<file path="config.mk">
export PLATFORM = sky130hd
export DESIGN_NAME = chemical_formula_tokenizer_core
export DESIGN_NICKNAME = d
export VERILOG_FILES = /design/src/design/cft_pkg.sv /design/src/design/chemical_formula_tokenizer_core.sv /design/src/design/cft_parse.sv /design/src/design/cft_fifo.sv
export SDC_FILE = /design/constraint.sdc
export NUM_CORES = 1
export LEC_CHECK = 0
export BUFFER_PORTS_ARGS = -buffer_cell sky130_fd_sc_hd__buf_2
export CORE_MARGIN = 1
export CORE_UTILIZATION = 60
export CTS_CLUSTER_DIAMETER = 60
export DETAILED_ROUTE_END_ITERATION = 16
export PLACE_DENSITY = 0.79
export SYNTH_ARGS = -nofsm -noshare
export SYNTH_HDL_FRONTEND = slang
export SYNTH_SLANG_ARGS = --single-unit
</file>
<file path="constraint.sdc">
create_clock -name clk_i -period 6.4 [get_ports clk_i]
set_clock_uncertainty 0.05 [all_clocks]
set_input_delay 0.64 -clock clk_i [delete_from_list [all_inputs] [get_ports clk_i]]
set_output_delay 0.64 -clock clk_i [all_outputs]
set_load 0.02 [all_outputs]
</file>
<file path="src/design/cft_pkg.sv">
// Shared types and constants for the chemical formula tokenizer.
// Used by cft_parse, cft_fifo, the top level and the checker.
package cft_pkg;

  localparam int unsigned SymbolChars = 3;
  localparam int unsigned SymbolBits  = 8 * SymbolChars;
  localparam int unsigned FillBits    = $clog2(SymbolChars + 1);
  localparam int unsigned CountBits   = 16;
  localparam int unsigned ProdBits    = CountBits + 4;
  localparam logic [CountBits-1:0] CountMax = {CountBits{1'b1}};
  localparam logic [CountBits-1:0] CountOne = CountBits'(1);

  localparam int unsigned FifoDepth = 4;
  localparam int unsigned PtrBits   = $clog2(FifoDepth);
  localparam int unsigned LvlBits   = $clog2(FifoDepth + 1);

  localparam int unsigned TdataBits = 48;

  localparam logic [7:0] CharZero   = 8'h30;
  localparam logic [7:0] CharNine   = 8'h39;
  localparam logic [7:0] CharUpperA = 8'h41;
  localparam logic [7:0] CharUpperZ = 8'h5A;
  localparam logic [7:0] CharLowerA = 8'h61;
  localparam logic [7:0] CharLowerZ = 8'h7A;

  typedef struct packed {
    logic [SymbolBits-1:0] symbol_text;
    logic [FillBits-1:0]   symbol_length;
    logic                  symbol_truncated;
    logic [CountBits-1:0]  atom_count;
    logic                  count_saturated;
    logic                  formula_end;
  } record_t;

  typedef struct packed {
    logic [7:0] char_code;
    logic       last_char;
    logic       valid;
  } step_t;

  typedef struct packed {
    record_t    rec0;
    record_t    rec1;
    logic [1:0] num;
  } result_t;

endpackage

</file>
<file path="src/design/chemical_formula_tokenizer_core.sv">
// Top level of the chemical formula tokenizer: input register, parse step,
// result queue. Depends on cft_pkg, cft_parse and cft_fifo.
//
// Usage: characters arrive on the s_axis channel, one per word, with tdata
// holding the ASCII code and tlast marking the final character of a
// formula. Records leave on the m_axis channel, one per word: an element
// symbol with its atom count and status flags; tlast marks the final
// record of a formula.
// Path: an accepted character is held in the input register, parsed from
// there into the result queue, and its records are offered from its head.
// Throughput: one character per cycle. A character that yields two
// records needs two output words; the four-entry result queue absorbs
// this, and s_axis_tready falls while fewer than two entries are free.
// Reset: clears the parse state and empties the queue; the next character
// starts a new formula.
// Stall: when m_axis_tready is low the head record holds, the queue
// fills, and input is then held off; nothing is dropped.
module chemical_formula_tokenizer_core (
  input  logic                           clk_i,
  input  logic                           rst_ni,
  input  logic                           s_axis_tvalid,
  output logic                           s_axis_tready,
  input  logic [7:0]                     s_axis_tdata,  // char_code
  input  logic                           s_axis_tlast,
  output logic                           m_axis_tvalid,
  input  logic                           m_axis_tready,
  // symbol_text[23:0], symbol_length[25:24], symbol_truncated[26],
  // atom_count[42:27], count_saturated[43], zero[47:44]
  output logic [cft_pkg::TdataBits-1:0]  m_axis_tdata,
  output logic                           m_axis_tlast
);

  logic                          in_valid_q;
  logic [7:0]                    in_char_q;
  logic                          in_last_q;
  logic                          consume;
  logic                          pop;
  logic [cft_pkg::LvlBits-1:0]   level;
  cft_pkg::step_t                step;
  cft_pkg::result_t              res;
  cft_pkg::record_t              head;

  assign consume       = in_valid_q
                       && (level <= cft_pkg::LvlBits'(cft_pkg::FifoDepth - 2));
  assign s_axis_tready = !in_valid_q || consume;
  assign step          = '{in_char_q, in_last_q, consume};
  assign pop           = m_axis_tvalid && m_axis_tready;

  always_ff @(posedge clk_i or negedge rst_ni) begin
    if (!rst_ni) begin
      in_valid_q <= 1'b0;
    end else if (s_axis_tready) begin
      in_valid_q <= s_axis_tvalid;
    end
  end

  always_ff @(posedge clk_i) begin
    if (s_axis_tready && s_axis_tvalid) begin
      in_char_q <= s_axis_tdata;
      in_last_q <= s_axis_tlast;
    end
  end

  cft_parse u_parse (
    .clk_i  (clk_i),
    .rst_ni (rst_ni),
    .step_i (step),
    .res_o  (res)
  );

  cft_fifo u_fifo (
    .clk_i      (clk_i),
    .rst_ni     (rst_ni),
    .res_i      (res),
    .pop_i      (pop),
    .head_o     (head),
    .nonempty_o (m_axis_tvalid),
    .level_o    (level)
  );

  assign m_axis_tdata = {4'b0000, head.count_saturated, head.atom_count,
                         head.symbol_truncated, head.symbol_length,
                         head.symbol_text};
  assign m_axis_tlast = head.formula_end;

endmodule

</file>
<file path="src/design/cft_parse.sv">
// Tokenizer state and per-character step logic.
// Produces up to two records per character; depends on cft_pkg.
module cft_parse (
  input  logic              clk_i,
  input  logic              rst_ni,
  input  cft_pkg::step_t    step_i,
  output cft_pkg::result_t  res_o
);

  logic                            in_symbol_q, in_symbol_d;
  logic                            in_number_q, in_number_d;
  logic [cft_pkg::SymbolBits-1:0]  buffer_q, buffer_d;
  logic [cft_pkg::FillBits-1:0]    fill_q, fill_d;
  logic                            sym_ovf_q, sym_ovf_d;
  logic [cft_pkg::CountBits-1:0]   acc_q, acc_d;
  logic                            cnt_ovf_q, cnt_ovf_d;

  logic                            is_digit, is_upper, is_lower;
  logic [cft_pkg::ProdBits-1:0]    prod;
  logic                            mid_valid;
  cft_pkg::record_t                mid_rec, fin_rec;
  logic [7:0]                      c;

  assign c        = step_i.char_code;
  assign is_digit = c inside {[cft_pkg::CharZero:cft_pkg::CharNine]};
  assign is_upper = c inside {[cft_pkg::CharUpperA:cft_pkg::CharUpperZ]};
  assign is_lower = c inside {[cft_pkg::CharLowerA:cft_pkg::CharLowerZ]};
  assign prod     = {1'b0, acc_q, 3'b000} + {3'b000, acc_q, 1'b0}
                  + cft_pkg::ProdBits'(c[3:0]);

  always_comb begin
    in_symbol_d = in_symbol_q;
    in_number_d = in_number_q;
    buffer_d    = buffer_q;
    fill_d      = fill_q;
    sym_ovf_d   = sym_ovf_q;
    acc_d       = acc_q;
    cnt_ovf_d   = cnt_ovf_q;
    mid_valid   = 1'b0;
    mid_rec     = '0;
    fin_rec     = '0;

    if (is_digit) begin
      in_symbol_d = 1'b0;
      if (!in_number_q) begin
        in_number_d = 1'b1;
        acc_d       = cft_pkg::CountBits'(c[3:0]);
        cnt_ovf_d   = 1'b0;
      end else if (prod > cft_pkg::ProdBits'(cft_pkg::CountMax)) begin
        acc_d     = cft_pkg::CountMax;
        cnt_ovf_d = 1'b1;
      end else begin
        acc_d = prod[cft_pkg::CountBits-1:0];
      end
    end else if (is_upper || is_lower) begin
      if (in_number_q) begin
        mid_valid   = 1'b1;
        mid_rec     = '{buffer_q, fill_q, sym_ovf_q, acc_q, cnt_ovf_q, 1'b0};
        in_number_d = 1'b0;
        acc_d       = '0;
        cnt_ovf_d   = 1'b0;
      end
      if (in_symbol_q && is_lower) begin
        if (fill_q < cft_pkg::FillBits'(cft_pkg::SymbolChars)) begin
          for (int i = 0; i < cft_pkg::SymbolChars; i++) begin
            if (fill_q == cft_pkg::FillBits'(i)) begin
              buffer_d[8*i +: 8] = c;
            end
          end
          fill_d = fill_q + cft_pkg::FillBits'(1);
        end else begin
          sym_ovf_d = 1'b1;
        end
      end else begin
        if (in_symbol_q && !in_number_q) begin
          mid_valid = 1'b1;
          mid_rec   = '{buffer_q, fill_q, sym_ovf_q, cft_pkg::CountOne, 1'b0, 1'b0};
        end
        buffer_d    = cft_pkg::SymbolBits'(c);
        fill_d      = cft_pkg::FillBits'(1);
        sym_ovf_d   = 1'b0;
        in_symbol_d = 1'b1;
      end
    end

    if (fill_d != '0) begin
      if (in_number_d) begin
        fin_rec = '{buffer_d, fill_d, sym_ovf_d, acc_d, cnt_ovf_d, 1'b1};
      end else begin
        fin_rec = '{buffer_d, fill_d, sym_ovf_d, cft_pkg::CountOne, 1'b0, 1'b1};
      end
    end else begin
      fin_rec             = '0;
      fin_rec.formula_end = 1'b1;
    end

    if (step_i.last_char) begin
      in_symbol_d = 1'b0;
      in_number_d = 1'b0;
      buffer_d    = '0;
      fill_d      = '0;
      sym_ovf_d   = 1'b0;
      acc_d       = '0;
      cnt_ovf_d   = 1'b0;
    end
  end

  always_comb begin
    res_o.rec0 = mid_valid ? mid_rec : fin_rec;
    res_o.rec1 = fin_rec;
    res_o.num  = '0;
    if (step_i.valid) begin
      res_o.num = {1'b0, mid_valid} + {1'b0, step_i.last_char};
    end
  end

  always_ff @(posedge clk_i or negedge rst_ni) begin
    if (!rst_ni) begin
      in_symbol_q <= 1'b0;
      in_number_q <= 1'b0;
      buffer_q    <= '0;
      fill_q      <= '0;
      sym_ovf_q   <= 1'b0;
      acc_q       <= '0;
      cnt_ovf_q   <= 1'b0;
    end else if (step_i.valid) begin
      in_symbol_q <= in_symbol_d;
      in_number_q <= in_number_d;
      buffer_q    <= buffer_d;
      fill_q      <= fill_d;
      sym_ovf_q   <= sym_ovf_d;
      acc_q       <= acc_d;
      cnt_ovf_q   <= cnt_ovf_d;
    end
  end

endmodule

</file>
<file path="src/design/cft_fifo.sv">
// Result queue: takes up to two records per cycle, hands out one per word.
// Depends on cft_pkg.
module cft_fifo (
  input  logic                         clk_i,
  input  logic                         rst_ni,
  input  cft_pkg::result_t             res_i,
  input  logic                         pop_i,
  output cft_pkg::record_t             head_o,
  output logic                         nonempty_o,
  output logic [cft_pkg::LvlBits-1:0]  level_o
);

  cft_pkg::record_t              mem_q [cft_pkg::FifoDepth];
  logic [cft_pkg::PtrBits-1:0]   wr_ptr_q, rd_ptr_q;
  logic [cft_pkg::LvlBits-1:0]   level_q, level_d;
  logic [cft_pkg::PtrBits-1:0]   wr_next;

  assign wr_next    = wr_ptr_q + cft_pkg::PtrBits'(1);
  assign head_o     = mem_q[rd_ptr_q];
  assign nonempty_o = (level_q != '0);
  assign level_o    = level_q;
  assign level_d    = level_q + cft_pkg::LvlBits'(res_i.num)
                    - cft_pkg::LvlBits'(pop_i);

  always_ff @(posedge clk_i) begin
    if (res_i.num != 2'd0) begin
      mem_q[wr_ptr_q] <= res_i.rec0;
    end
    if (res_i.num == 2'd2) begin
      mem_q[wr_next] <= res_i.rec1;
    end
  end

  always_ff @(posedge clk_i or negedge rst_ni) begin
    if (!rst_ni) begin
      wr_ptr_q <= '0;
      rd_ptr_q <= '0;
      level_q  <= '0;
    end else begin
      wr_ptr_q <= wr_ptr_q + cft_pkg::PtrBits'(res_i.num);
      if (pop_i) begin
        rd_ptr_q <= rd_ptr_q + cft_pkg::PtrBits'(1);
      end
      level_q <= level_d;
    end
  end

endmodule

</file>
==> impl_metrics.toml, run 1 <==
[run_status]
outcome = "completed"

[logic_synthesis]
synth-edff-count = 185
postSynthAreaPerCell_um2 = 11.71
seq_area_frac_synth_pct = 53.45
synth_warnings = 0
postSynthCellCount = 1116
yosysUniqueCellTypes = 66
netlist_area_um2 = 13070
ys_ff_latch = 243
synthArstFlopShare_pct = 22.22
ys.flop_type = "edfxtp_1"

[routing]
ant_nets = 0
dr_wl_met3_um = 3652
drc_errors = 0
first_pass_iters = 6
wirelength_um = 33900
vias_per_cell = 6.841
wl_met2_um = 15290
drt-met1-wl_um = 14010
vias = 9919
wl_per_cell_um = 23.38
route.top_layer_used = "met4"
drt_first_iter_violations = 1163

[floorplanning]
initial_core_util_pct = 61.60
coreArea_um2 = 21220
fp-row-count = 53
die_y_um = 149.6
dieArea_um2 = 22380
io_pins = 64
fp.dieW_um = 149.6

[clock_network]
clock_sinks = 243
post_cts_resized = 0
hold_buffers = 0
clkSlewWorstSetupHoldPaths_ns = 0.06
cts_tree = "yes"
clock_path_buffers = 3
postCtsSetupBuffers = 0
cts_buffers = 25
ctsHtreeMaxLevel = 1
clockRootBuffer = "clkbuf_16"
clk-insertion-delay-late_ns = 0.54

[final_layout]
multi_input_area_um2 = 5769
post_layout_nonfiller_instances = 1450
fin_nets = 1208
diodes = 0
final_common_cell = "edfxtp_1"
drive_above_1_share_pct = 16.09
area_growth_pct = 10.33
design_area_um2 = 14420
regArea_um2 = 6992
layout_common_cells = "edfxtp_1, nand2_1, a22o_1"
n_fill_cell = 1538

[global_route]
grt_usage_pct = 30.95
grt_max_degree = 55
grt_pass1_vias = 9427
grt.overflow.total = 0
grt_antenna_before_repair = 0
grt_pass1_wl_um = 52540

[power_and_ir_drop]
power_w = 0.005466
cellPowerDensity_nw_per_um2 = 379.0
pwr-share-clk_pct = 27.8
power.switching_w = 0.001969
irDropWorstVdd_mv = 0.3432
p_int_w = 0.003497
p_leak_nw = 5.426
p_sw_share_pct = 36.02
combPwrFrac_pct = 31.1
pwr-share-seq_pct = 41.1

[timing]
max_slew_margin_pct = 22.65
slew_viol_final = 0
rsz0062_at_grt = "false"
setup_violations = 0
hold_viol = 0
fin_setup_tns_ns = 0
worstMarginPinSlew_ns = 1.156
fmax_mhz = 202.2
fin_crit_sh_pct = 77.26
period_needed_ns = 4.945

[placement]
place_area_um2 = 13570
dp_hpwl_um = 22090
place_congestion = 0.9392
numPlacedInstances = 1404
numPortBuffers = 59

[setup_path]
reg2reg_to = "u_fifo.mem_q[1][6]"
startpoint_type = "flop"
endpoint_kind = "flop"
rr_startpoint = "in_char_q[2]"
worst_ep_arrival_time_ns = 5.16
path_max_fanout = 39
crit_type = "flop to flop"
required_ns = 6.61
reg2regPathDepth = 11
timing.reg2reg.setup_slack_ns = 1.46

[flow_run]
maxCapViolations = 0

[worst_hold_path]
hp-class = "primary input to asynchronous set/reset pin"
==> stage by stage <==
| stage | hold slack [ns] | util (%) | setup WS [ns] |
|---|---|---|---|
| 6_report | 0.2048 | 67.96 | 1.455 |
| 5_1_grt | 0.2115 | 67.96 | 1.239 |
| 4_1_cts | 0.2161 | 67.96 | 1.606 |
| 3_5_place_dp | 0.4090 | 63.94 | 1.633 |
| 3_3_place_gp | 0.3973 | 63.94 | 1.749 |
| 2_1_floorplan | 0.2944 | - | 1.535 |
==> worst max-delay path by stage <==
| stage | from | to | slack, ns |
|---|---|---|---|
| finish | in_char_q[2] | u_fifo.mem_q[1][6] | 1.46 |
| global route | in_char_q[1] | u_fifo.mem_q[2][37] | 1.24 |
| CTS | in_char_q[2] | u_fifo.mem_q[1][6] | 1.61 |
| detailed placement | in_char_q[2] | u_fifo.mem_q[1][6] | 1.63 |
| global placement | in_char_q[2] | u_fifo.mem_q[1][6] | 1.75 |
| floorplan | in_char_q[0] | u_fifo.mem_q[2][11] | 1.54 |
==> cell type report <==
cell class / count / area share [%]
tap: 275 / 2.386
sequential: 243 / 48.48
multi-input combinational: 798 / 40.01
clock buffer: 31 / 4.564
timing repair buffer: 75 / 2.880
inverter: 13 / 0.3384
clock inverter: 15 / 1.345
==> routing by layer <==
metal  up-vias  track usage, %
met5         -               0
met2       629           47.01
met4         0           9.694
met1      4796           45.01
li1       4412               -
met3        82           6.006
==> worst max-delay path: stages (launching register included) <==
cell and delay [ns]:
edfxtp_1 0.85, ha_1 0.36, ha_1 0.25, fa_1 0.45, a211oi_2 0.25, o211ai_2 0.15, a32o_1 0.30, a31o_2 0.21
a21oi_2 0.27, nand3_2 0.71, o21ai_0 0.62, o21ai_0 0.18
==> logic make-up (layout without fill, tap and decap cells) <==
kind of cell / after synthesis / count (layout) / synth area share (%)
muxes: 53 / 53 / 8.366
xor gates and xnor gates: 17 / 17 / 1.283
adders and majority gates: 39 / 39 / 3.905
AOI/OAI and AO/OA: 376 / 376 / 19.73
other: 1 / 4 / 0.02869
DFF: 243 / 243 / 53.45
and+or+nand+nor: 309 / 309 / 10.74
buffers and inverters: 78 / 134 / 2.498
==> registers in the layout (all words and copies together) (netlist names) <==
name	count
u_parse.buffer_q	24
u_parse.acc_q	16
in_char_q	8
u_fifo.mem_q	180
u_fifo.rd_ptr_q	2
u_fifo.wr_ptr_q	2
u_fifo.level_o	3
u_parse.sym_ovf_q	1
u_parse.fill_q	2
u_parse.in_symbol_q	1
u_parse.cnt_ovf_q	1
u_parse.in_number_q	1
in_last_q	1
in_valid_q	1
==> synth_stat cells, types with 3 or more instances <==
master | instances | area share (%)
nand3_1 | 11 | 0.42
o21ai_2 | 3 | 0.20
nor3_1 | 20 | 0.77
a22o_1 | 89 | 6.0
o22ai_1 | 7 | 0.34
o21a_1 | 17 | 0.98
a31oi_1 | 15 | 0.72
dfrtp_1 | 54 | 10
inv_1 | 12 | 0.34
buf_2 | 9 | 0.34
xnor2_1 | 10 | 0.67
buf_1 | 10 | 0.29
nor2b_1 | 7 | 0.34
ha_1 | 36 | 3.4
or3_1 | 6 | 0.29
and3_1 | 7 | 0.34
nand2_1 | 120 | 3.4
o21ai_1 | 7 | 0.27
dfxtp_1 | 4 | 0.61
or2_2 | 6 | 0.29
o31ai_1 | 3 | 0.17
and2_1 | 21 | 1.0
a311oi_2 | 3 | 0.34
xor2_1 | 6 | 0.40
a32o_1 | 9 | 0.69
nand2b_1 | 8 | 0.38
buf_4 | 4 | 0.23
clkbuf_1 | 41 | 1.2
edfxtp_1 | 185 | 43
nor2_1 | 86 | 2.5
o41ai_1 | 3 | 0.20
mux2i_1 | 8 | 0.61
mux4_2 | 45 | 7.8
fa_1 | 3 | 0.46
o211ai_1 | 13 | 0.75
a21oi_1 | 75 | 2.9
o21ai_0 | 88 | 3.4
a32oi_1 | 3 | 0.20
a22oi_1 | 4 | 0.23
nand4_1 | 9 | 0.43
a21o_1 | 20 | 1.1
==> power groups by stage <==
stage / Combinational (W) / Clock, W / Sequential, W
final: 0.00170 / 0.00152 / 0.00225
after floorplan: 0.00135 / 0 / 0.00206
after CTS: 0.00169 / 0.00152 / 0.00225
after global placement: 0.00165 / 0 / 0.00226
after detailed placement: 0.00168 / 0 / 0.00228
after global routing: 0.00182 / 0.00159 / 0.00229
No activity file was read; power rests on OpenSTA's default activity.
==> run 2, diff against run 1 <==
--- a/config.mk
+++ b/config.mk
@@ -7,10 +7,10 @@
 export LEC_CHECK = 0
 export BUFFER_PORTS_ARGS = -buffer_cell sky130_fd_sc_hd__buf_2
 export CORE_MARGIN = 1
-export CORE_UTILIZATION = 60
+export CORE_UTILIZATION = 56
 export CTS_CLUSTER_DIAMETER = 60
 export DETAILED_ROUTE_END_ITERATION = 16
-export PLACE_DENSITY = 0.79
+export PLACE_DENSITY = 0.78
 export SYNTH_ARGS = -nofsm -noshare
 export SYNTH_HDL_FRONTEND = slang
 export SYNTH_SLANG_ARGS = --single-unit
==> constraint.sdc (replaced) <==
create_clock -name clk_i -period 4.12 [get_ports clk_i]
set_clock_uncertainty 0.05 [all_clocks]
set_input_delay 0.412 -clock clk_i [delete_from_list [all_inputs] [get_ports clk_i]]
set_output_delay 0.412 -clock clk_i [all_outputs]
set_load 0.02 [all_outputs]
==> run 2 against run 1 <==
Against the previous run: register-to-register slack got worse by 1.3 ns; critical path depth up 2; setup slack worse by 1.3 ns; maximum frequency increased by 26%; core utilization decreased by 2.5 points; sequential share of layout area shrank 1.6 points; sequential power increased by 55%; global-route usage fell by 1.5 points; combinational power is 64% higher; first-iteration DRC count grew 23%.
==> impl_metrics.toml, run 2 (synthesis results as in run 1) <==
[routing]
wl_per_cell_um = 22.75
ant_nets = 0
vias = 10240
wirelength_um = 34730
drc_errors = 0
vias_per_cell = 6.709
first_pass_iters = 6
drt_first_iter_violations = 1435

[timing]
fin_setup_tns_ns = 0
fmax_mhz = 255.4
max_slew_margin_pct = 30.98
rsz0062_at_grt = "false"
fin_crit_sh_pct = 95.03
worstMarginPinSlew_ns = 1.035
period_needed_ns = 3.915
slew_viol_final = 0
worst_hold_slack_ns = 0.0002187
setup_violations = 0
hold_viol = 0
setup_ws_ns = 0.2046

[power_and_ir_drop]
p_leak_nw = 5.632
irDropWorstVdd_mv = 0.3845
cellPowerDensity_nw_per_um2 = 589.7

[clock_network]
cts_buffers = 26
clkSlewWorstSetupHoldPaths_ns = 0.06
cts_tree = "yes"
clock_sinks = 243
ctsHtreeMaxLevel = 1
clock_path_buffers = 3
clockRootBuffer = "clkbuf_16"
clk-insertion-delay-late_ns = 0.54

[setup_path]
critical_path.endpoint = "u_fifo.mem_q[3][37]"
reg2regPathDepth = 13
timing.reg2reg.setup_slack_ns = 0.20
worst_ep_arrival_time_ns = 4.27
startpoint_type = "flop"
rr_startpoint = "in_char_q[2]"
crit_path_cell_trace = "buf_4 -> or2_2 -> nor4_2 -> nor3_2 -> nand2b_1 -> inv_1 -> ha_1 -> o21ai_0 -> or2_2 -> o21ai_2 -> nand2_1 -> nor2_1 -> a22o_1"
required_ns = 4.48
reg2reg_to = "u_fifo.mem_q[3][37]"
critical-path-top-delay-family = "simple AND/OR/NAND/NOR gates"
crit_type = "flop to flop"
slowest_delay_ns = 0.51
path_buf_inv = 2
endpoint_kind = "flop"
critPathSlowestCell = "nor2_1"
cp_num_cells = 13
startpoint = "in_char_q[2]"
path_max_fanout = 16
crit_top_cell = "or2_2"

[global_route]
grtUsageMet2_pct = 45.36
grt_pass1_wl_um = 54380
grt.overflow.total = 0
busiest_layer = "met2"
grt_use_met3_pct = 4.175
grt_pass1_vias = 9693
grt_max_degree = 50
use_met1_pct = 43.90
grt_usage_pct = 29.48
grt_antenna_before_repair = 0

[placement]
place_congestion = 0.9295
numPortBuffers = 59
place_area_um2 = 13900
preCtsSetupSlack_ns = 0.2239
dp_hpwl_um = 23180

[final_layout]
regArea_um2 = 6992
largest_registers = "u_fifo.mem_q: 180 flops, u_parse.buffer_q: 24 flops, u_parse.acc_q: 16 flops"
top_register = "u_fifo.mem_q"
multi_input_area_um2 = 5793
final_common_cell = "edfxtp_1"
fin_nets = 1246
layout_common_cells = "edfxtp_1, nand2_1, a22o_1"
drive_above_1_share_pct = 19.11
diodes = 0
largest_register_ffs = 180
n_fill_cell = 1680
design_area_um2 = 14920
area_growth_pct = 14.15
finish.utilization_pct = 65.50

[flow_run]
maxCapViolations = 0

[run_status]
outcome = "completed"

[floorplanning]
fp-row-count = 55
coreArea_um2 = 22780
initial_core_util_pct = 57.39
fp.dieW_um = 154.8
die_y_um = 154.8
io_pins = 64
dieArea_um2 = 23960

[worst_hold_path]
hp-class = "primary input to asynchronous set/reset pin"
[run 2: changes by cell type in the layout (fill, tap and decap cells not counted), moves of 2 or more]
cell           before  now
clkbuf_8            1    3
buf_12              0    3
clkinv_1            3    1
clkinvlp_4          0    5
clkbuf_1            5    2
inv_2               4    1
dlygate4sd3_1       0    6
buf_4              16   44
[run 2: timing repair]
| action | CTS | global route |
|---|---|---|
| setup buffers | 0 | 1 |
| resized for setup | 0 | 4 |
| endpoints found under the setup margin | 0 | 38 |
| hold buffers | 6 | 0 |
| hold endpoints to repair | 6 | 0 |
[run 2: routing by layer]
layer | wire [um] | vias up | part of all wire [%]
li1 | - | 4491 | -
met1 | 14120 | 4914 | 41
met2 | 15540 | 745 | 45
met3 | 4198 | 94 | 12
met4 | 877 | 0 | 2.5
met5 | 0 | - | 0
[run 2: how the worst min path moves through the flow]
| stage | slack, ns | start | endpoint | depth (start not counted) |
|---|---|---|---|---|
| floorplan | 0.07 | rst_ni | in_valid_q | 0 |
| global placement | 0.40 | u_fifo.mem_q[0][0] | u_fifo.mem_q[0][0] | 2 |
| detailed placement | 0.41 | u_fifo.mem_q[0][0] | u_fifo.mem_q[0][0] | 2 |
| CTS | 0.004 | s_axis_tdata[2] | in_char_q[2] | 1 |
| global route | 0.0004 | s_axis_tdata[2] | in_char_q[2] | 1 |
| finish | 0.0002 | rst_ni | u_parse.buffer_q[4] | 1 |
[run 2: power breakdown]
part / internal [W] / switching [W]
Clock: 0.00154 / 0.000987
Sequential: 0.00302 / 0.000470
Combinational: 0.00111 / 0.00168
Total: 0.00566 / 0.00314
[run 2: cell type report]
type | count | share of cell area [%]
Clock inverter | 17 | 1.602
Multi-Input combinational cell | 798 | 38.83
Tap cell | 313 | 2.625
Clock buffer | 31 | 4.688
Inverter | 13 | 0.4025
Timing Repair Buffer | 112 | 4.998
Sequential cell | 243 | 46.86
[run 2: per-stage QoR]
step | std cells | total power (W)
final | 1527 | 0.008798
after global routing | 1527 | 0.009131
after CTS | 1526 | 0.008778
after detailed placement | 1472 | 0.006278
after global placement | 1472 | 0.006217
after floorplan | 1119 | 0.005304
[run 2: worst reg2reg max path, delay by kind of cell, from the launching register on]
kind                     cells  cell delay [ns]
AO/OA/AOI/OAI                3             0.90
buffers and inverters        2             0.30
adder cells (fa/ha/maj)      1             0.36
AND/OR/NAND/NOR              7             1.76
flip-flops                   1             0.41
==> run 3, diff against run 2 <==
--- a/config.mk
+++ b/config.mk
@@ -6,11 +6,15 @@
 export NUM_CORES = 1
 export LEC_CHECK = 0
 export BUFFER_PORTS_ARGS = -buffer_cell sky130_fd_sc_hd__buf_2
+export CELL_PAD_IN_SITES_DETAIL_PLACEMENT = 0
+export CELL_PAD_IN_SITES_GLOBAL_PLACEMENT = 2
 export CORE_MARGIN = 1
-export CORE_UTILIZATION = 56
+export CORE_UTILIZATION = 38
 export CTS_CLUSTER_DIAMETER = 60
 export DETAILED_ROUTE_END_ITERATION = 16
-export PLACE_DENSITY = 0.78
+export MAX_ROUTING_LAYER = met4
+export PLACE_DENSITY = 0.77
+export SLEW_MARGIN = 20
 export SYNTH_ARGS = -nofsm -noshare
 export SYNTH_HDL_FRONTEND = slang
 export SYNTH_SLANG_ARGS = --single-unit
==> run 3 against run 2 <==
Against the previous run: hold slack improved by 0.030 ns; clock power decreased by 7.9%; sequential share of layout area decreased by 0.65 points; non-clock buffer count increased by 14; sequential power decreased by 2%; via count decreased by 3.4%; register-to-register slack improved by 0.03 ns; maximum frequency increased by 0.79%; critical endpoint is now u_fifo.mem_q[0][15].
==> impl_metrics.toml, run 3 (synthesis results as in run 1) <==
[floorplanning]
fp-row-count = 67
coreArea_um2 = 33700
dieArea_um2 = 35140
io_pins = 64
die_y_um = 187.5
initial_core_util_pct = 38.79
fp.dieW_um = 187.5

[global_route]
grt_usage_pct = 23.20
grt_pass1_vias = 9748
grt_pass1_wl_um = 60440
grt_antenna_before_repair = 0
grt_max_degree = 50
grt.overflow.total = 0

[timing]
period_needed_ns = 3.885
setup_violations = 0
fin_crit_sh_pct = 94.29
rsz0062_at_grt = "false"
slew_viol_final = 0
fin_setup_tns_ns = 0
fmax_mhz = 257.4
worstMarginPinSlew_ns = 0.9724
hold_viol = 0
max_slew_margin_pct = 34.68

[final_layout]
layout_common_cells = "edfxtp_1, nand2_1, a22o_1"
largest_register_ffs = 180
diodes = 0
fin_nets = 1260
drive_above_1_share_pct = 19.14
final_common_cell = "edfxtp_1"
top_register = "u_fifo.mem_q"
largest_registers = "u_fifo.mem_q: 180 flops, u_parse.buffer_q: 24 flops, u_parse.acc_q: 16 flops"
multi_input_area_um2 = 5804
regArea_um2 = 6992
design_area_um2 = 15130
area_growth_pct = 15.75
n_fill_cell = 3164

[placement]
dp_hpwl_um = 27610
place_congestion = 0.8738
place_area_um2 = 14170
numPortBuffers = 59

[routing]
drt_first_iter_violations = 943
wl_per_cell_um = 23.65
first_pass_iters = 6
drc_errors = 0
vias = 9898
wirelength_um = 39630
vias_per_cell = 5.906
ant_nets = 0

[setup_path]
path_max_fanout = 8
worst_ep_arrival_time_ns = 4.08
crit_top_cell = "ha_1"
endpoint_kind = "flop"
required_ns = 4.32
slowest_delay_ns = 0.57
startpoint_type = "flop"
crit_type = "flop to flop"
rr_startpoint = "in_char_q[1]"
reg2regPathDepth = 11
startpoint = "in_char_q[1]"
timing.reg2reg.setup_slack_ns = 0.24
reg2reg_to = "u_fifo.mem_q[0][15]"
crit_path_cell_trace = "ha_1 -> ha_1 -> fa_1 -> a211oi_2 -> o211ai_2 -> a32o_1 -> a31o_2 -> a21oi_4 -> nand4_1 -> a221oi_1 -> a31oi_1"
critical_path.endpoint = "u_fifo.mem_q[0][15]"
critPathSlowestCell = "edfxtp_1"

[clock_network]
clock_sinks = 243
cts_tree = "yes"
clock_path_buffers = 3
clockRootBuffer = "clkbuf_16"
cts_buffers = 26
clk-insertion-delay-late_ns = 0.53
ctsHtreeMaxLevel = 1
postCtsSetupBuffers = 0
clkSlewWorstSetupHoldPaths_ns = 0.06

[run_status]
outcome = "completed"

[power_and_ir_drop]
irDropWorstVdd_mv = 0.3003
p_leak_nw = 5.664
cellPowerDensity_nw_per_um2 = 577.7

[worst_hold_path]
hp-class = "primary input to flop"

[flow_run]
maxCapViolations = 0
## run 3: cell types whose count changed in the layout (fill, tap and decap cells not counted), moves of 2 or more
cell	delta
inv_6	-2
clkinvlp_4	-2
clkbuf_1	+7
bufinv_16	-3
buf_4	+10
dlygate4sd3_1	+3
## run 3: timing repair
item,CTS,global route
hold endpoints to repair,18,0
setup endpoints to repair,0,40
gates resized for setup,0,5
hold buffers,9,0
## run 3: area by class of cell
| cell class | count | share of cell area [%] |
|---|---|---|
| multi-input combinational | 798 | 38.36 |
| tap | 448 | 3.705 |
| clock buffer | 38 | 4.797 |
| inverter | 13 | 0.3970 |
| clock inverter | 10 | 0.7691 |
| timing repair buffer | 126 | 5.756 |
| sequential | 243 | 46.21 |
## run 3: power by group
group / leakage (nW) / total [W] / switching (W) / internal (W)
Sequential: 2.47 / 0.00341 / 0.000389 / 0.00302
Clock: 0.415 / 0.00232 / 0.000969 / 0.00135
Combinational: 2.77 / 0.00301 / 0.00188 / 0.00114
## run 3: routing by layer
layer  part of all wire (%)  wire (um)  up-vias  track usage (%)
met4                    1.9        751        0            5.472
met5                      0          0        -                -
met2                     45      17940      382            35.02
li1                       -          -     4527                -
met1                     47      18480     4941            33.42
met3                    6.2       2464       48            2.683
## run 3: critical path, delay by kind of cell (launching register included)
family,cells,cell delay (ns)
adders and majority gates,3,0.95
and+or+nand+nor,1,0.32
DFF,1,0.57
AOI/OAI and AO/OA,7,1.70
## run 3: worst min-delay path by stage
stage | depth (start not counted) | endpoint | slack [ns] | start
6_report | 1 | in_char_q[2] | 0.03 | s_axis_tdata[2]
4_1_cts | 1 | in_char_q[2] | 0.005 | s_axis_tdata[2]
3_5_place_dp | 2 | u_fifo.mem_q[2][0] | 0.40 | u_fifo.mem_q[2][0]
5_1_grt | 1 | in_char_q[2] | 0.01 | s_axis_tdata[2]
2_1_floorplan | 0 | in_valid_q | 0.07 | rst_ni
3_3_place_gp | 2 | u_fifo.mem_q[2][0] | 0.40 | u_fifo.mem_q[2][0]
## run 3: stage by stage
stage | hold slack, ns | total power (W) | cells | setup WS [ns] | utilization [%]
2_1_floorplan | 0.06641 | 0.005304 | 1119 | 0.1008 | -
3_3_place_gp | 0.3970 | 0.006460 | 1619 | 0.2908 | 42.06
3_5_place_dp | 0.4021 | 0.006475 | 1619 | 0.1718 | 42.06
4_1_cts | 0.004875 | 0.008797 | 1676 | 0.1432 | 44.82
5_1_grt | 0.01422 | 0.009120 | 1676 | 0.02334 | 44.89
6_report | 0.03061 | 0.008740 | 1676 | 0.2353 | 44.89
